[src/hdl/jsdp_pkg.sv]
// Shared types and constants for the JPEG SOF0 dimension parser.
// No dependencies; compiled first.
package jsdp_pkg;

  // Marker and code bytes
  localparam logic [7:0] MK_FILL   = 8'hFF;
  localparam logic [7:0] MK_SOI    = 8'hD8;
  localparam logic [7:0] MK_EOI    = 8'hD9;
  localparam logic [7:0] MK_SOS    = 8'hDA;
  localparam logic [7:0] MK_TEM    = 8'h01;
  localparam logic [7:0] MK_RST_LO = 8'hD0;
  localparam logic [7:0] MK_RST_HI = 8'hD7;
  localparam logic [7:0] MK_SOF0   = 8'hC0;

  // Segment lengths and body offsets
  localparam logic [15:0] SEG_MIN_LEN   = 16'd2;
  localparam logic [15:0] SOF_MIN_LEN   = 16'd8;
  localparam logic [15:0] IDX_HEIGHT_HI = 16'd3;
  localparam logic [15:0] IDX_HEIGHT_LO = 16'd4;
  localparam logic [15:0] IDX_WIDTH_HI  = 16'd5;
  localparam logic [15:0] IDX_WIDTH_LO  = 16'd6;

  // Buffer must hold at least this many bytes
  localparam logic [2:0] MIN_BYTES = 3'd4;

  // Status codes
  localparam logic [1:0] ST_FOUND  = 2'd0;
  localparam logic [1:0] ST_NO_SOI = 2'd1;
  localparam logic [1:0] ST_NO_HDR = 2'd2;

  typedef enum logic [2:0] {
    PH_SOI0,
    PH_SOI1,
    PH_SCAN,
    PH_FILL,
    PH_LENH,
    PH_LENL,
    PH_BODY
  } jsdp_phase_t;

  typedef struct packed {
    logic        valid;
    logic [1:0]  status;
    logic [15:0] frame_width;
    logic [15:0] frame_height;
  } jsdp_result_t;

endpackage

[src/hdl/jsdp_if.sv]
// Valid/ready channel interfaces for the byte input and the status output.
// Depends on nothing; compiled after jsdp_pkg.
interface jsdp_in_if;
  logic       valid;
  logic       ready;
  logic [7:0] data_byte;
  logic       last_byte;

  modport source (output valid, output data_byte, output last_byte, input ready);
  modport sink   (input valid, input data_byte, input last_byte, output ready);
endinterface

interface jsdp_out_if;
  logic        valid;
  logic        ready;
  logic [1:0]  status;
  logic [15:0] frame_width;
  logic [15:0] frame_height;

  modport source (output valid, output status, output frame_width, output frame_height,
                  input ready);
  modport sink   (input valid, input status, input frame_width, input frame_height,
                  output ready);
endinterface

[src/hdl/jsdp_parser.sv]
// Per-byte marker grammar: parse state registers plus the combinational step.
// Depends on jsdp_pkg.
module jsdp_parser (
  input  logic                   clk,
  input  logic                   rst_n,
  input  logic                   step_en,
  input  logic [7:0]             data_byte,
  input  logic                   last_byte,
  output jsdp_pkg::jsdp_result_t result
);
  import jsdp_pkg::*;

  jsdp_phase_t phase_r, phase_nxt;
  logic [2:0]  bytes_seen_r, bytes_seen_nxt;
  logic [7:0]  marker_r, marker_nxt;
  logic [15:0] seg_len_r, seg_len_nxt;
  logic [15:0] seg_idx_r, seg_idx_nxt;
  logic [15:0] height_r, height_nxt;
  logic [15:0] width_r, width_nxt;
  logic        answered_r, answered_nxt;

  logic        decided;
  logic [1:0]  dec_status;
  logic [15:0] len_full;
  logic [16:0] idx_inc;
  logic        seg_end;
  logic        is_standalone;
  logic [2:0]  seen_inc;
  logic [15:0] height_cap;
  logic [15:0] width_cap;

  assign len_full      = {seg_len_r[15:8], data_byte};
  assign idx_inc       = {1'b0, seg_idx_r} + 17'd1;
  assign seg_end       = idx_inc >= {1'b0, seg_len_r};
  assign is_standalone = (data_byte == MK_TEM) ||
                         (data_byte >= MK_RST_LO && data_byte <= MK_RST_HI);
  // byte count including this beat, before any end-of-buffer clear
  assign seen_inc      = (bytes_seen_r < MIN_BYTES) ? bytes_seen_r + 3'd1 : bytes_seen_r;

  // Dimensions including this byte, before any end-of-buffer clear
  always_comb begin
    height_cap = height_r;
    width_cap  = width_r;
    if (!answered_r && phase_r == PH_BODY) begin
      unique case (seg_idx_r)
        IDX_HEIGHT_HI: height_cap = {data_byte, 8'h00};
        IDX_HEIGHT_LO: height_cap = {height_r[15:8], data_byte};
        IDX_WIDTH_HI:  width_cap  = {data_byte, 8'h00};
        IDX_WIDTH_LO:  width_cap  = {width_r[15:8], data_byte};
        default: ;
      endcase
    end
  end

  // Decision for the current byte
  always_comb begin
    decided    = 1'b0;
    dec_status = ST_NO_HDR;
    if (!answered_r) begin
      unique case (phase_r)
        PH_SOI0: begin
          if (data_byte != MK_FILL) begin
            decided    = 1'b1;
            dec_status = ST_NO_SOI;
          end
        end
        PH_SOI1: begin
          if (data_byte != MK_SOI) begin
            decided    = 1'b1;
            dec_status = ST_NO_SOI;
          end
        end
        PH_FILL: begin
          decided = (data_byte == MK_EOI) || (data_byte == MK_SOS);
        end
        PH_LENL: begin
          decided = len_full < SEG_MIN_LEN;
        end
        PH_BODY: begin
          // width_cap/height_cap already include this byte
          if (seg_end && marker_r == MK_SOF0 && seg_len_r >= SOF_MIN_LEN) begin
            decided    = 1'b1;
            dec_status = (width_cap != '0 && height_cap != '0) ? ST_FOUND : ST_NO_HDR;
          end
        end
        default: decided = 1'b0;
      endcase
    end
  end

  // Next state
  always_comb begin
    phase_nxt      = phase_r;
    bytes_seen_nxt = bytes_seen_r;
    marker_nxt     = marker_r;
    seg_len_nxt    = seg_len_r;
    seg_idx_nxt    = seg_idx_r;
    height_nxt     = height_r;
    width_nxt      = width_r;
    answered_nxt   = answered_r;
    if (!answered_r) begin
      bytes_seen_nxt = seen_inc;
      unique case (phase_r)
        PH_SOI0: if (data_byte == MK_FILL) phase_nxt = PH_SOI1;
        PH_SOI1: if (data_byte == MK_SOI)  phase_nxt = PH_SCAN;
        PH_SCAN: if (data_byte == MK_FILL) phase_nxt = PH_FILL;
        PH_FILL: begin
          if (data_byte != MK_FILL && data_byte != MK_EOI && data_byte != MK_SOS) begin
            if (is_standalone) begin
              phase_nxt = PH_SCAN;
            end else begin
              marker_nxt = data_byte;
              phase_nxt  = PH_LENH;
            end
          end
        end
        PH_LENH: begin
          seg_len_nxt = {data_byte, 8'h00};
          phase_nxt   = PH_LENL;
        end
        PH_LENL: begin
          seg_len_nxt = len_full;
          if (len_full == SEG_MIN_LEN) begin
            phase_nxt = PH_SCAN;
          end else if (len_full > SEG_MIN_LEN) begin
            seg_idx_nxt = SEG_MIN_LEN;
            phase_nxt   = PH_BODY;
          end
        end
        PH_BODY: begin
          height_nxt = height_cap;
          width_nxt  = width_cap;
          if (seg_end) begin
            if (!(marker_r == MK_SOF0 && seg_len_r >= SOF_MIN_LEN)) phase_nxt = PH_SCAN;
          end else begin
            seg_idx_nxt = idx_inc[15:0];
          end
        end
        default: phase_nxt = PH_SOI0;
      endcase
      if (decided) answered_nxt = 1'b1;
    end
    if (last_byte) begin
      phase_nxt      = PH_SOI0;
      bytes_seen_nxt = '0;
      marker_nxt     = '0;
      seg_len_nxt    = '0;
      seg_idx_nxt    = '0;
      height_nxt     = '0;
      width_nxt      = '0;
      answered_nxt   = 1'b0;
    end
  end

  // Result for this beat
  always_comb begin
    result = '0;
    if (!answered_r) begin
      if (decided) begin
        result.valid  = 1'b1;
        result.status = dec_status;
        if (dec_status == ST_FOUND) begin
          result.frame_width  = width_cap;
          result.frame_height = height_cap;
        end
      end else if (last_byte) begin
        result.valid  = 1'b1;
        result.status = (seen_inc < MIN_BYTES) ? ST_NO_SOI : ST_NO_HDR;
      end
    end
  end

  always_ff @(posedge clk) begin
    if (!rst_n) begin
      phase_r      <= PH_SOI0;
      bytes_seen_r <= '0;
      marker_r     <= '0;
      seg_len_r    <= '0;
      seg_idx_r    <= '0;
      height_r     <= '0;
      width_r      <= '0;
      answered_r   <= 1'b0;
    end else if (step_en) begin
      phase_r      <= phase_nxt;
      bytes_seen_r <= bytes_seen_nxt;
      marker_r     <= marker_nxt;
      seg_len_r    <= seg_len_nxt;
      seg_idx_r    <= seg_idx_nxt;
      height_r     <= height_nxt;
      width_r      <= width_nxt;
      answered_r   <= answered_nxt;
    end
  end

endmodule

[src/hdl/jpeg_sof0_dimension_parser_top.sv]
// Top level: input register, parser step, result register.
// Depends on jsdp_pkg, jsdp_if and jsdp_parser.

// Takes one byte of a JPEG buffer per beat, last_byte marking the buffer's
// end, and returns one status beat per buffer: 0 with the SOF0 width and
// height, 1 for a missing FF D8 start or a buffer under four bytes, 2 when
// no usable baseline header was found. It sustains one byte per clock while
// the status output is not held back; a byte's status, if any, passes from
// the input register into the result register once its beat is accepted,
// and is presented there until it is taken.
// While a status waits unaccepted in the result register, the input
// register still takes one byte and then input is held back until the
// status is taken.
module jpeg_sof0_dimension_parser_top (
  input  logic            clk,
  input  logic            rst_n,
  jsdp_in_if.sink         in_chan,
  jsdp_out_if.source      out_chan
);
  import jsdp_pkg::*;

  logic         s1_valid_r;
  logic [7:0]   s1_byte_r;
  logic         s1_last_r;
  logic         out_valid_r;
  logic [1:0]   out_status_r;
  logic [15:0]  out_width_r;
  logic [15:0]  out_height_r;
  logic         advance;
  jsdp_result_t step_res;

  assign advance        = s1_valid_r && (!out_valid_r || out_chan.ready);
  assign in_chan.ready  = !s1_valid_r || advance;

  jsdp_parser u_parser (
    .clk       (clk),
    .rst_n     (rst_n),
    .step_en   (advance),
    .data_byte (s1_byte_r),
    .last_byte (s1_last_r),
    .result    (step_res)
  );

  always_ff @(posedge clk) begin
    if (!rst_n) begin
      s1_valid_r <= 1'b0;
    end else if (in_chan.ready) begin
      s1_valid_r <= in_chan.valid;
    end
  end

  always_ff @(posedge clk) begin
    if (in_chan.ready && in_chan.valid) begin
      s1_byte_r <= in_chan.data_byte;
      s1_last_r <= in_chan.last_byte;
    end
  end

  always_ff @(posedge clk) begin
    if (!rst_n) begin
      out_valid_r <= 1'b0;
    end else if (advance && step_res.valid) begin
      out_valid_r <= 1'b1;
    end else if (out_chan.ready) begin
      out_valid_r <= 1'b0;
    end
  end

  always_ff @(posedge clk) begin
    if (advance && step_res.valid) begin
      out_status_r <= step_res.status;
      out_width_r  <= step_res.frame_width;
      out_height_r <= step_res.frame_height;
    end
  end

  assign out_chan.valid        = out_valid_r;
  assign out_chan.status       = out_status_r;
  assign out_chan.frame_width  = out_width_r;
  assign out_chan.frame_height = out_height_r;

`ifndef SYNTHESIS
  a_found_nonzero: assert property (@(posedge clk) disable iff (!rst_n)
    out_valid_r && out_status_r == ST_FOUND |-> out_width_r != '0 && out_height_r != '0)
    else $error("found status with zero dimension");

  a_fail_zero: assert property (@(posedge clk) disable iff (!rst_n)
    out_valid_r && out_status_r != ST_FOUND |-> out_width_r == '0 && out_height_r == '0)
    else $error("failure status with nonzero dimension");

  a_status_code: assert property (@(posedge clk) disable iff (!rst_n)
    out_valid_r |-> out_status_r == ST_FOUND || out_status_r == ST_NO_SOI ||
                    out_status_r == ST_NO_HDR)
    else $error("undefined status code");

  a_no_overwrite: assert property (@(posedge clk) disable iff (!rst_n)
    out_valid_r && !out_chan.ready |=> out_valid_r && $stable(out_status_r))
    else $error("pending status lost");
`endif

endmodule
[src/flat_wrapper.sv]
// flat-port wrapper written by rule: the top's interface ports become plain ports
module jpeg_sof0_dimension_parser_top_flat import jsdp_pkg::*;
  (clk, rst_n, in_chan_valid, in_chan_data_byte, in_chan_last_byte, in_chan_ready, out_chan_valid, out_chan_status, out_chan_frame_width, out_chan_frame_height, out_chan_ready);
  jsdp_in_if in_chan_i ();
  jsdp_out_if out_chan_i ();
  input  logic clk;
  input  logic rst_n;
  input wire logic [$bits(in_chan_i.valid)-1:0] in_chan_valid;
  input wire logic [$bits(in_chan_i.data_byte)-1:0] in_chan_data_byte;
  input wire logic [$bits(in_chan_i.last_byte)-1:0] in_chan_last_byte;
  output wire logic [$bits(in_chan_i.ready)-1:0] in_chan_ready;
  output wire logic [$bits(out_chan_i.valid)-1:0] out_chan_valid;
  output wire logic [$bits(out_chan_i.status)-1:0] out_chan_status;
  output wire logic [$bits(out_chan_i.frame_width)-1:0] out_chan_frame_width;
  output wire logic [$bits(out_chan_i.frame_height)-1:0] out_chan_frame_height;
  input wire logic [$bits(out_chan_i.ready)-1:0] out_chan_ready;
  assign in_chan_i.valid = in_chan_valid;
  assign in_chan_i.data_byte = in_chan_data_byte;
  assign in_chan_i.last_byte = in_chan_last_byte;
  assign in_chan_ready = in_chan_i.ready;
  assign out_chan_valid = out_chan_i.valid;
  assign out_chan_status = out_chan_i.status;
  assign out_chan_frame_width = out_chan_i.frame_width;
  assign out_chan_frame_height = out_chan_i.frame_height;
  assign out_chan_i.ready = out_chan_ready;
  jpeg_sof0_dimension_parser_top u_core (.clk(clk), .rst_n(rst_n), .in_chan(in_chan_i), .out_chan(out_chan_i));
endmodule
[config.mk]
export PLATFORM = sky130hd
export DESIGN_NAME = jpeg_sof0_dimension_parser_top_flat
export DESIGN_NICKNAME = d
export VERILOG_FILES = /design/src/hdl/jsdp_pkg.sv /design/src/hdl/jsdp_if.sv /design/src/hdl/jsdp_parser.sv /design/src/hdl/jpeg_sof0_dimension_parser_top.sv /design/src/flat_wrapper.sv
export SDC_FILE = /design/constraint.sdc
export NUM_CORES = 1
export LEC_CHECK = 0
export ABC_CLOCK_PERIOD_IN_PS = 4100
export BUFFER_PORTS_ARGS = -buffer_cell sky130_fd_sc_hd__buf_4
export CORE_MARGIN = 2
export CORE_UTILIZATION = 54
export CTS_CLUSTER_DIAMETER = 60
export DETAILED_ROUTE_END_ITERATION = 7
export PLACE_DENSITY_LB_ADDON = 0.08
export REMOVE_ABC_BUFFERS = 1
export SLEW_MARGIN = 20
export SYNTH_ARGS = -nofsm -noshare
export SYNTH_HDL_FRONTEND = slang
export SYNTH_SLANG_ARGS = --single-unit
export TNS_END_PERCENT = 100
[constraint.sdc]
create_clock -name clk -period 4.1 [get_ports clk]
set_input_delay 0 -clock clk [delete_from_list [all_inputs] [get_ports clk]]
set_output_delay 0 -clock clk [all_outputs]
set_load 0.05 [all_outputs]
==> results.json, run 1 <==
{
  "outcome": "completed",
  "path_clk_slew_ps": 50,
  "global_route.peak_usage_layer": "met2",
  "dominant_cell_by_count_in_the_synthesized_netlist": "sky130_fd_sc_hd__dfxtp_1",
  "regArea_um2": 2910,
  "wire_length_of_the_first_global_routing_pass_um": 26400,
  "period_minus_slack_ps": 3930,
  "maxSlewViolCount": 0,
  "floorplan.die.width_um": 112,
  "peak_supply_drop_mv": 0.358,
  "ant_nets": 0,
  "seq_area_frac_synth_pct": 45.9,
  "syn_inst": 699,
  "cts-root-buf": "sky130_fd_sc_hd__clkbuf_16",
  "layout_worst_path_cycle_share_pct": 95.8,
  "finalClockSkew_ps": 9.59,
  "num-nets-final": 777,
  "fin_util_pct": 65.9,
  "drcViolationCount": 0,
  "yosys_warnings": 0,
  "max_freq_ghz": 0.255,
  "num-fill-cells": 938,
  "grt_max_degree": 61,
  "post_synth_instance_area_um2": 6350,
  "max-slew-margin-rel_pct": 33.3,
  "top_level_ports": 49,
  "htreeDepth": 4,
  "p_per_area_nw_per_um2": 399,
  "met2_usage_pct": 43.3,
  "floorplan.die.height_um": 112,
  "post_synth.cell_area_avg_um2": 9.09,
  "synthToLayoutAreaGrowth_pct": 18.9,
  "clkSinkCount": 124,
  "first_global_vias": 5146,
  "top_cells_by_instance_count_after_synthesis": "sky130_fd_sc_hd__dfxtp_1 (81), sky130_fd_sc_hd__nor2_1 (69), sky130_fd_sc_hd__a22oi_1 (66), sky130_fd_sc_hd__nand2_1 (49), sky130_fd_sc_hd__nor3_1 (46)",
  "pre_cts_ws_ps": 127,
  "detail_route.wl_per_cell_um": 18.4,
  "hold_path.class": "in -> reg",
  "worst-setup-path-type": "reg -> reg",
  "post-layout-total-power_mw": 3.02,
  "setup-violations-final": 0,
  "post-synth-top-area-cell": "sky130_fd_sc_hd__dfxtp_1",
  "drive_above_1_share_pct": 14.2,
  "hold_viol": 0,
  "wirelength_routed_um": 16500,
  "multiInputGateArea_um2": 3160,
  "required_ps": 4420,
  "core_area_um2": 11500,
  "met3_usage_pct": 5.29,
  "critical_path_arrival_ps": 4250,
  "crit_path_max_fanout": 35,
  "num_rows": 39,
  "grt_overflow": 0,
  "port_buffers": 48,
  "crit_path_end_kind": "flip-flop",
  "static_power_due_to_leakage_nw": 2.84,
  "post_synth_num_cell_types": 60,
  "place_congestion": 0.923,
  "transition_time_of_the_tightest_slew_check_pin_ps": 992,
  "asyncSetResetFlopFracSynth_pct": 0,
  "via_per_inst": 6.28,
  "route.vias.total": 5649,
  "cts_tree": "done",
  "grt_util_all_layers_pct": 26.3,
  "floorplan.initialDensity_pct": 55.4,
  "grt_antenna_before_repair": 0,
  "synth_top_area_share_pct": 25.5,
  "ys_ff_latch": 124,
  "detailed_place_hpwl_um": 11200,
  "clkLatencyLatePin_ps": 430,
  "maxcap_viol_count": 0,
  "post_synth_edffs": 43,
  "drtPass1Iterations": 5,
  "n_diodes": 0,
  "drtIter0Drc": 443,
  "synth_top_flop_cell": "sky130_fd_sc_hd__dfxtp_1",
  "globalRouteMet1Util_pct": 34.0,
  "die_area_um2": 12600,
  "post_synth_main_area_contributors": "sky130_fd_sc_hd__dfxtp_1 (26%), sky130_fd_sc_hd__edfxtp_1 (20%), sky130_fd_sc_hd__a22oi_1 (7.8%)",
  "clock_path_buffers": 2,
  "critical_path.startpoint_type": "flip-flop",
  "final_critical_path_setup_slack_ps": 173,
  "cts-buffers-inserted": 17
}
[through the flow]
| stage | setup TNS [ps] | hold WS, ps | instances | cell area [µm²] |
|---|---|---|---|---|
| after floorplan | 0 | 98.9 | 645 | 6130 |
| after global placement | 0 | 180 | 854 | 6820 |
| after detailed placement | 0 | 180 | 854 | 6820 |
| after CTS | 0 | 290 | 899 | 7520 |
| after global routing | -0.396 | 293 | 899 | 7550 |
| final | 0 | 300 | 899 | 7550 |
[critical path, cell delays in order, from the launching register on]
cell,delay [ps]
sky130_fd_sc_hd__dfxtp_1,480
sky130_fd_sc_hd__nand2_1,250
sky130_fd_sc_hd__nor3_4,290
sky130_fd_sc_hd__and4_1,250
sky130_fd_sc_hd__nand3_1,100
sky130_fd_sc_hd__xnor2_1,230
sky130_fd_sc_hd__ha_1,290
sky130_fd_sc_hd__nand3_1,160
sky130_fd_sc_hd__o211ai_1,110
sky130_fd_sc_hd__a31oi_1,270
sky130_fd_sc_hd__a31oi_1,220
sky130_fd_sc_hd__a2111o_1,540
sky130_fd_sc_hd__o21a_1,210
sky130_fd_sc_hd__buf_6,200
sky130_fd_sc_hd__o21a_1,200
[cells by family after synthesis]
kind of cell,synth area share [%]
AO/OA/AOI/OAI,17.9
XOR/XNOR,1.79
adder cells (fa/ha/maj),4.14
buffers and inverters,4.85
flip-flops,45.9
multiplexers,2.56
AND/OR/NAND/NOR,22.9
[cell type report]
cell class | count | share of cell area (%)
multi-input cells | 498 | 41.8
flip-flops and latches | 124 | 38.6
repair buffers | 79 | 8.50
clock buffers | 19 | 6.00
well taps | 143 | 2.37
clock inverters | 13 | 1.64
inverters | 23 | 1.14
[flip-flops by register name, summed over array words and instances, names as in the netlist]
name                          count
u_core.out_chan.frame_height     16
u_core.out_chan.frame_width      16
u_core.out_chan.status            2
u_core.out_chan.valid             1
u_core.s1_byte_r                  8
u_core.s1_last_r                  1
u_core.s1_valid_r                 1
u_core.u_parser.answered_r        1
u_core.u_parser.bytes_seen_r      3
u_core.u_parser.height_r         16
u_core.u_parser.marker_r          8
u_core.u_parser.phase_r           3
u_core.u_parser.seg_idx_r        16
u_core.u_parser.seg_len_r        16
u_core.u_parser.width_r          16
[where the power goes]
| group | switching (mW) | internal, mW | total [mW] | leakage, nW |
|---|---|---|---|---|
| combinational | 0.154 | 0.0655 | 0.219 | 1.52 |
| clock | 0.548 | 0.915 | 1.46 | 0.281 |
| sequential | 0.0312 | 1.30 | 1.33 | 1.03 |
[metal layers]
| layer | vias up | routed length [µm] |
|---|---|---|
| met2 | 237 | 8150 |
| met5 | - | 0 |
| met3 | 32 | 956 |
| li1 | 2689 | - |
| met4 | 0 | 376 |
| met1 | 2691 | 7050 |
[what timing repair did]
action / in CTS / in global routing
buffers inserted: 0 / 0
hold buffers: 13 / 0
hold endpoints to repair: 18 / 0
endpoints found under the setup margin: 0 / 67
gates resized for setup: 0 / 5
[cell usage in the layout (no fill, tap or decap), types with 11 or more instances in the layout]
cell type / netlist / final
sky130_fd_sc_hd__nor2b_1: 12 / 12
sky130_fd_sc_hd__a221o_1: 11 / 11
sky130_fd_sc_hd__a21oi_1: 30 / 30
sky130_fd_sc_hd__nor2_1: 69 / 69
sky130_fd_sc_hd__and3_1: 13 / 13
sky130_fd_sc_hd__nor4_1: 22 / 21
sky130_fd_sc_hd__buf_4: 3 / 64
sky130_fd_sc_hd__dlygate4sd3_1: 0 / 13
sky130_fd_sc_hd__inv_1: 22 / 22
sky130_fd_sc_hd__nor3_1: 46 / 45
sky130_fd_sc_hd__a22oi_1: 66 / 66
sky130_fd_sc_hd__clkbuf_16: 0 / 17
sky130_fd_sc_hd__mux2i_1: 14 / 14
sky130_fd_sc_hd__dfxtp_1: 81 / 81
sky130_fd_sc_hd__nand2_1: 49 / 49
sky130_fd_sc_hd__nand3_1: 30 / 30
sky130_fd_sc_hd__o21ai_0: 15 / 15
sky130_fd_sc_hd__edfxtp_1: 43 / 43
sky130_fd_sc_hd__ha_1: 21 / 21
[path summary, 6_finish.rpt]
path	from	end	slack [ps]	cells past startpoint
worst min register to register	u_core.u_parser.seg_len_r[10]$_SDFFE_PN0P_	u_core.u_parser.seg_len_r[10]$_SDFFE_PN0P_	460	2
worst max-delay path	u_core.u_parser.seg_idx_r[4]$_SDFFE_PN0P_	u_core.out_chan.valid$_SDFFE_PN0P_	170	14
worst min-delay path	in_chan_data_byte[1]	u_core.s1_byte_r[1]$_DFFE_PP_	300	2
worst max register to register	u_core.u_parser.seg_idx_r[4]$_SDFFE_PN0P_	u_core.out_chan.valid$_SDFFE_PN0P_	170	14
(Power assumes the default switching activity.)
==> inputs of run 2 (changes only) <==
Settings changed: ABC_AREA set to 1, ABC_CLOCK_PERIOD_IN_PS 4100 to 4750, CORE_UTILIZATION 54 to 55.
Clock period 4.1 ns to 4.75 ns, I/O delays scaled along.
==> results.json, run 2 <==
{
  "crit_path_max_fanout": 21,
  "delay_heaviest_family_cp": "simple AND/OR/NAND/NOR gates",
  "finalClockSkew_ps": 8.08,
  "max-slew-margin-rel_pct": 41.1,
  "synth_top_area_share_pct": 23.4,
  "postCtsResizedCells": 0,
  "seq_area_frac_synth_pct": 42.1,
  "outcome": "completed",
  "mostFrequentLayoutCells": "sky130_fd_sc_hd__nand2_1 (200), sky130_fd_sc_hd__inv_1 (97), sky130_fd_sc_hd__a21oi_1 (96)",
  "grt_antenna_before_repair": 0,
  "max_freq_ghz": 0.236,
  "critical_path.startpoint_type": "flip-flop",
  "post_synth.cell_area_avg_um2": 7.93,
  "grt_util_all_layers_pct": 25.3,
  "hold_viol": 0,
  "hold_path.class": "in -> reg",
  "worstReg2RegStart": "u_core.u_parser.seg_idx_r[0]$_SDFFE_PN0P_",
  "setup_repair_after_global_routing_missed_its_margin": "false",
  "number_of_buffers_and_inverters_on_the_critical_path": 4,
  "postCtsSetupBuffers": 0,
  "clkSinkCount": 124,
  "pre_cts_ws_ps": 538,
  "drcViolationCount": 0,
  "post-layout-total-power_mw": 2.83,
  "htreeDepth": 4,
  "cts-root-buf": "sky130_fd_sc_hd__clkbuf_16",
  "crit_slowest_cell": "sky130_fd_sc_hd__nand3_4",
  "top_cells_by_instance_count_after_synthesis": "sky130_fd_sc_hd__nand2_1 (200), sky130_fd_sc_hd__a21oi_1 (97), sky130_fd_sc_hd__inv_1 (97), sky130_fd_sc_hd__nor2_1 (82), sky130_fd_sc_hd__dfxtp_1 (81)",
  "post_synth_edffs": 43,
  "wirelength_routed_um": 15900,
  "grt_max_degree": 38,
  "drtPass1Iterations": 5,
  "top_level_ports": 49,
  "period_minus_slack_ps": 4230,
  "whs_path_depth": 2,
  "ant_nets": 0,
  "post_synth_num_cell_types": 45,
  "port_buffers": 48,
  "wire_length_of_the_first_global_routing_pass_um": 26300,
  "layout_worst_path_cycle_share_pct": 89.1,
  "synthToLayoutAreaGrowth_pct": 16.1,
  "yosys_warnings": 0,
  "p_per_area_nw_per_um2": 352,
  "peak_supply_drop_mv": 0.237,
  "finalSetupTns_ps": 0,
  "first_global_vias": 5472,
  "timing.reg2reg.worst_path_depth": 24,
  "clkLatencyLatePin_ps": 420,
  "setup-violations-final": 0,
  "num-nets-final": 965,
  "crit_path_end_kind": "flip-flop",
  "required_ps": 5030,
  "detailed_place_hpwl_um": 11400,
  "fin_util_pct": 66.1,
  "via_per_inst": 5.32,
  "regToRegEndpoint": "u_core.out_chan.frame_width[0]$_SDFFCE_PP0P_",
  "floorplan.initialDensity_pct": 56.9,
  "maxSlewViolCount": 0,
  "cts_tree": "done",
  "floorplan.die.height_um": 116,
  "drtIter0Drc": 563,
  "static_power_due_to_leakage_nw": 3.23,
  "mostFrequentLayoutCell": "sky130_fd_sc_hd__nand2_1",
  "syn_inst": 873,
  "timing.critical_path.slowest_cell_delay_ps": 420,
  "n_diodes": 0,
  "num_rows": 40,
  "worst-setup-path-type": "reg -> reg",
  "floorplan.die.width_um": 116,
  "critical_path_arrival_ps": 4520,
  "route.vias.total": 5921,
  "cpMostUsedCell": "sky130_fd_sc_hd__nand2_1",
  "dominant_cell_by_count_in_the_synthesized_netlist": "sky130_fd_sc_hd__nand2_1",
  "final_critical_path_setup_slack_ps": 516,
  "synth_top_flop_cell": "sky130_fd_sc_hd__dfxtp_1",
  "grt_overflow": 0,
  "min-delay-start": "in_chan_data_byte[0]",
  "core_area_um2": 12200,
  "maxcap_viol_count": 0,
  "asyncSetResetFlopFracSynth_pct": 0,
  "cts-buffers-inserted": 17,
  "post-synth-top-area-cell": "sky130_fd_sc_hd__dfxtp_1",
  "clock_path_buffers": 2,
  "post_synth_main_area_contributors": "sky130_fd_sc_hd__dfxtp_1 (23%), sky130_fd_sc_hd__edfxtp_1 (19%), sky130_fd_sc_hd__nand2_1 (11%)",
  "multiInputGateArea_um2": 3410,
  "path_clk_slew_ps": 50,
  "whs_endpoint": "u_core.s1_byte_r[0]$_DFFE_PP_",
  "timing.reg2reg.setup_slack_ps": 520,
  "regArea_um2": 2910,
  "num-fill-cells": 1044,
  "die_area_um2": 13500,
  "post_synth_instance_area_um2": 6920,
  "place_congestion": 0.938,
  "transition_time_of_the_tightest_slew_check_pin_ps": 878,
  "worstPathCellList": "inv_1 > nor3_2 > nand2_1 > nor2_1 > nand3_1 > nor3_2 > nand3_1 > xnor2_1 > ha_1 > inv_1 > nor2_1 > nand2_1 > nor2_1 > a21oi_1 > o21ai_2 > inv_2 > nand2_1 > nand2_1 > nand2_1 > nand2_1 > nor2_2 > nand3_4 > buf_4 > nor2_4",
  "ys_ff_latch": 124,
  "detail_route.wl_per_cell_um": 14.3,
  "drive_above_1_share_pct": 19.4
}
run 2: cell count changes in the layout (fill, tap and decap cells not counted), sizes merged, moves of 18 or more:
cell,change
nor2,+64
o21ai,+23
nor3,-20
nand2,+165
a22oi,-66
a21oi,+74
inv,+85
nor4,-18
run 2: kinds of logic (layout without fill, tap and decap cells):
group	after synthesis	in the layout	share of synthesized area (%)
buf+inv	139	210	8.80
compound gates	164	164	13.3
simple gates	415	415	30.8
flops	124	124	42.1
fa+ha+maj	21	21	3.80
xor+xnor	10	10	1.27
run 2: area by class of cell:
type / instances / area share (%)
Tap cell: 168 / 2.62
Inverter: 110 / 5.19
Timing Repair Buffer: 68 / 6.76
Sequential cell: 124 / 36.3
Clock inverter: 11 / 1.26
Multi-Input combinational cell: 610 / 42.4
Clock buffer: 21 / 5.48
run 2: metrics by stage:
step / std cells / hold WS [ps] / instance area, µm²
2_1_floorplan: 844 / 98.9 / 6730
3_3_place_gp: 1067 / 178 / 7360
3_5_place_dp: 1067 / 180 / 7360
4_1_cts: 1112 / 295 / 8040
5_1_grt: 1112 / 306 / 8040
6_report: 1112 / 295 / 8040
run 2: worst max path at each step:
stage | start | end | slack, ps | depth (start not counted)
floorplan | u_core.u_parser.seg_idx_r[0]$_SDFFE_PN0P_ | u_core.out_chan.frame_height[15]$_SDFFCE_PP0P_ | 1090 | 23
global route | u_core.u_parser.seg_idx_r[0]$_SDFFE_PN0P_ | u_core.out_chan.frame_width[0]$_SDFFCE_PP0P_ | 90 | 24
detailed placement | u_core.u_parser.seg_idx_r[0]$_SDFFE_PN0P_ | u_core.out_chan.frame_width[0]$_SDFFCE_PP0P_ | 540 | 24
CTS | u_core.u_parser.seg_idx_r[0]$_SDFFE_PN0P_ | u_core.out_chan.frame_width[0]$_SDFFCE_PP0P_ | 550 | 24
finish | u_core.u_parser.seg_idx_r[0]$_SDFFE_PN0P_ | u_core.out_chan.frame_width[0]$_SDFFCE_PP0P_ | 520 | 24
global placement | u_core.u_parser.seg_idx_r[0]$_SDFFE_PN0P_ | u_core.out_chan.frame_width[3]$_SDFFCE_PP0P_ | 750 | 24
run 2: repair_timing:
action | 4_1_cts | 5_1_grt
endpoints found under the hold margin | 35 | 0
setup endpoints to repair | 0 | 0
hold buffers | 13 | 0
run 2: report_power, final:
part           internal (mW)  switching, mW  leakage, nW
Sequential              1.15         0.0336         1.06
Clock                  0.758          0.445        0.271
Combinational          0.129          0.305         1.90
run 2: layer usage:
layer	vias up	routed length, µm	GRT usage, %
met5	-	0	0
met2	197	8090	44.2
met3	27	948	5.50
li1	2958	-	-
met1	2739	6580	30.3
met4	0	312	10.6
==> inputs of run 3 (changes only) <==
Settings changed: REMOVE_ABC_BUFFERS 1 to not set, SYNTH_HIERARCHICAL set to 1.
==> results.json, run 3 <==
{
  "syn_inst": 892,
  "static_power_due_to_leakage_nw": 3.18,
  "cts-root-buf": "sky130_fd_sc_hd__clkbuf_16",
  "finalClockSkew_ps": 9.23,
  "wire_length_of_the_first_global_routing_pass_um": 27000,
  "max_freq_ghz": 0.233,
  "grt_overflow": 0,
  "route.vias.total": 6149,
  "finalSetupTns_ps": 0,
  "met2_usage_pct": 44.7,
  "met3_usage_pct": 5.45,
  "cts_tree": "done",
  "critical_path.startpoint_type": "flip-flop",
  "layout_worst_path_cycle_share_pct": 90.2,
  "first_global_vias": 5764,
  "globalRouteMet1Util_pct": 33.2,
  "mappedNetlistNets": 926,
  "drtIter0Drc": 550,
  "place_congestion": 0.915,
  "clkLatencyLatePin_ps": 420,
  "clkSinkCount": 124,
  "via_per_inst": 5.58,
  "multiplexer_share_of_the_synthesized_area_pct": 0,
  "drive_above_1_share_pct": 9.92,
  "port_buffers": 48,
  "global_route.peak_usage_layer": "met2",
  "yosys_warnings": 6,
  "drcViolationCount": 0,
  "grt_antenna_before_repair": 0,
  "transition_time_of_the_tightest_slew_check_pin_ps": 903,
  "fin_hold_ws_ps": 287,
  "clock_path_buffers": 2,
  "post_synth_num_cell_types": 36,
  "seq_area_frac_synth_pct": 44.9,
  "required_ps": 5110,
  "path_clk_slew_ps": 50,
  "dominant_cell_by_count_in_the_synthesized_netlist": "sky130_fd_sc_hd__nand2_1",
  "outcome": "completed",
  "die_area_um2": 12700,
  "detailed_place_hpwl_um": 11300,
  "floorplan.die.width_um": 113,
  "setup-violations-final": 0,
  "critical_path_arrival_ps": 4640,
  "num-nets-final": 980,
  "num_rows": 39,
  "post_synth_edffs": 43,
  "ant_nets": 0,
  "maxSlewViolCount": 0,
  "grt_max_degree": 44,
  "ys_ff_latch": 124,
  "synthToLayoutAreaGrowth_pct": 17.6,
  "post_synth_main_area_contributors": "sky130_fd_sc_hd__dfxtp_1 (25%), sky130_fd_sc_hd__edfxtp_1 (20%), sky130_fd_sc_hd__nand2_1 (13%)",
  "max-slew-margin-rel_pct": 39.4,
  "synth_compound_gate_area_share_pct": 11.8,
  "cts-buffers-inserted": 17,
  "post_synth_instance_area_um2": 6490,
  "drtPass1Iterations": 7,
  "setup_repair_after_global_routing_missed_its_margin": "false",
  "floorplan.die.height_um": 113,
  "period_minus_slack_ps": 4280,
  "yosys.area_share.adder_pct": 4.05,
  "hold_path.class": "in -> reg",
  "top_level_ports": 49,
  "post_synth_xor_area_fraction_pct": 1.62,
  "hold_viol": 0,
  "crit_path_end_kind": "flip-flop",
  "crit_path_max_fanout": 5,
  "wirelength_routed_um": 16300,
  "mostFrequentLayoutCells": "sky130_fd_sc_hd__nand2_1 (231), sky130_fd_sc_hd__nor2_1 (120), sky130_fd_sc_hd__a21oi_1 (96)",
  "peak_supply_drop_mv": 0.328,
  "post-synth-top-area-cell": "sky130_fd_sc_hd__dfxtp_1",
  "top_cells_by_instance_count_after_synthesis": "sky130_fd_sc_hd__nand2_1 (231), sky130_fd_sc_hd__nor2_1 (120), sky130_fd_sc_hd__a21oi_1 (96), sky130_fd_sc_hd__inv_1 (91), sky130_fd_sc_hd__dfxtp_1 (81)",
  "synth_top_family_by_area": "simple AND/OR/NAND/NOR gates",
  "asyncSetResetFlopFracSynth_pct": 0,
  "grt_util_all_layers_pct": 26.5,
  "post_synth.cell_area_avg_um2": 7.27,
  "p_per_area_nw_per_um2": 338,
  "core_area_um2": 11500,
  "htreeDepth": 4,
  "worst-setup-path-type": "reg -> reg",
  "post_synth_and_or_nand_nor_area_fraction_pct": 30.0,
  "maxcap_viol_count": 0,
  "synth_top_area_share_pct": 25.0,
  "detail_route.wl_per_cell_um": 14.8,
  "floorplan.initialDensity_pct": 56.6,
  "synth_top_flop_cell": "sky130_fd_sc_hd__dfxtp_1",
  "n_diodes": 0,
  "mostFrequentLayoutCell": "sky130_fd_sc_hd__nand2_1"
}
## run 3: changes by cell type after synthesis, sizes merged, moves of 2 or more
| cell | delta |
|---|---|
| nand4 | +6 |
| clkbuf | +6 |
| buf | -2 |
| nand3 | +49 |
| inv | -14 |
| xnor2 | +2 |
| nand2 | +19 |
| o22ai | -3 |
| nor3 | -13 |
| a21oi | -8 |
| o21ai | -16 |
| nor2 | -9 |
## run 3: per-stage QoR
step / power, mW / cells / setup WS, ps / util, % / area (µm²)
3_3_place_gp: 1.38 / 1057 / 632 / 60.6 / 6950
2_1_floorplan: 1.33 / 892 / 13.7 / - / 6490
5_1_grt: 2.66 / 1101 / 47.1 / 66.5 / 7630
4_1_cts: 2.60 / 1101 / 429 / 66.5 / 7620
3_5_place_dp: 1.39 / 1057 / 446 / 60.6 / 6950
6_report: 2.58 / 1101 / 466 / 66.5 / 7630
## run 3: layer usage
metal,wire length (µm),vias to the layer above
met5,0,-
met4,238,0
met3,1070,20
met2,8100,233
met1,6920,2853
li1,-,3043
## run 3: worst paths after layout
check / startpoint / end / slack [ps] / cells after the start
max: u_core/u_parser/seg_idx_r[0]$_SDFFE_PN0P_ / u_core/out_chan.valid$_SDFFE_PN0P_ / 470 / 24
min: out_chan_ready / u_core/u_parser/answered_r$_SDFFE_PN0P_ / 290 / 10
max reg2reg: u_core/u_parser/seg_idx_r[0]$_SDFFE_PN0P_ / u_core/out_chan.valid$_SDFFE_PN0P_ / 470 / 24
min reg2reg: u_core/u_parser/marker_r[7]$_SDFFE_PN0P_ / u_core/u_parser/marker_r[7]$_SDFFE_PN0P_ / 460 / 2
## run 3: cell type report
class | count | area, µm²
fill | 979 | 3840
clock buffer | 21 | 440
clock inverter | 10 | 100
sequential | 124 | 2910
inverter | 96 | 360
multi-input combinational | 639 | 3090
timing repair buffer | 68 | 547
tap | 143 | 179
## run 3: timing repair
item,CTS,global route
hold buffers,13,0
endpoints found under the setup margin,0,34
buffers inserted,0,0
resized for setup,0,1
hold endpoints to repair,23,0
## run 3: cells by family (layout without fill, tap and decap cells)
logic type      after synthesis  in the layout
compound gates              141            141
buf+inv                     129            195
flops                       124            124
xor+xnor                     12             12
simple gates                465            465
fa+ha+maj                    21             21
## run 3: power breakdown
group | internal (mW) | switching [mW]
clock | 0.758 | 0.444
combinational | 0.0664 | 0.166
sequential | 1.13 | 0.0184
## run 3: critical path, cell delays in order (launching register included)
cell and delay [ps]:
sky130_fd_sc_hd__dfxtp_1 390, sky130_fd_sc_hd__inv_1 120, sky130_fd_sc_hd__nor3_1 290, sky130_fd_sc_hd__nand2_1 80, sky130_fd_sc_hd__nor2_1 180, sky130_fd_sc_hd__nand3_1 170, sky130_fd_sc_hd__nor2_1 310, sky130_fd_sc_hd__nand4_1 160
sky130_fd_sc_hd__xnor2_1 180, sky130_fd_sc_hd__ha_1 310, sky130_fd_sc_hd__nand3_1 120, sky130_fd_sc_hd__nor3_1 230, sky130_fd_sc_hd__a211oi_1 100, sky130_fd_sc_hd__nand3_1 180, sky130_fd_sc_hd__nand2_1 100, sky130_fd_sc_hd__inv_1 80
sky130_fd_sc_hd__nand2_1 50, sky130_fd_sc_hd__nand2_1 90, sky130_fd_sc_hd__inv_1 80, sky130_fd_sc_hd__a21oi_1 120, sky130_fd_sc_hd__inv_1 90, sky130_fd_sc_hd__o21ai_1 120, sky130_fd_sc_hd__nand2_1 60, sky130_fd_sc_hd__dlygate4sd3_1 550
sky130_fd_sc_hd__inv_1 50
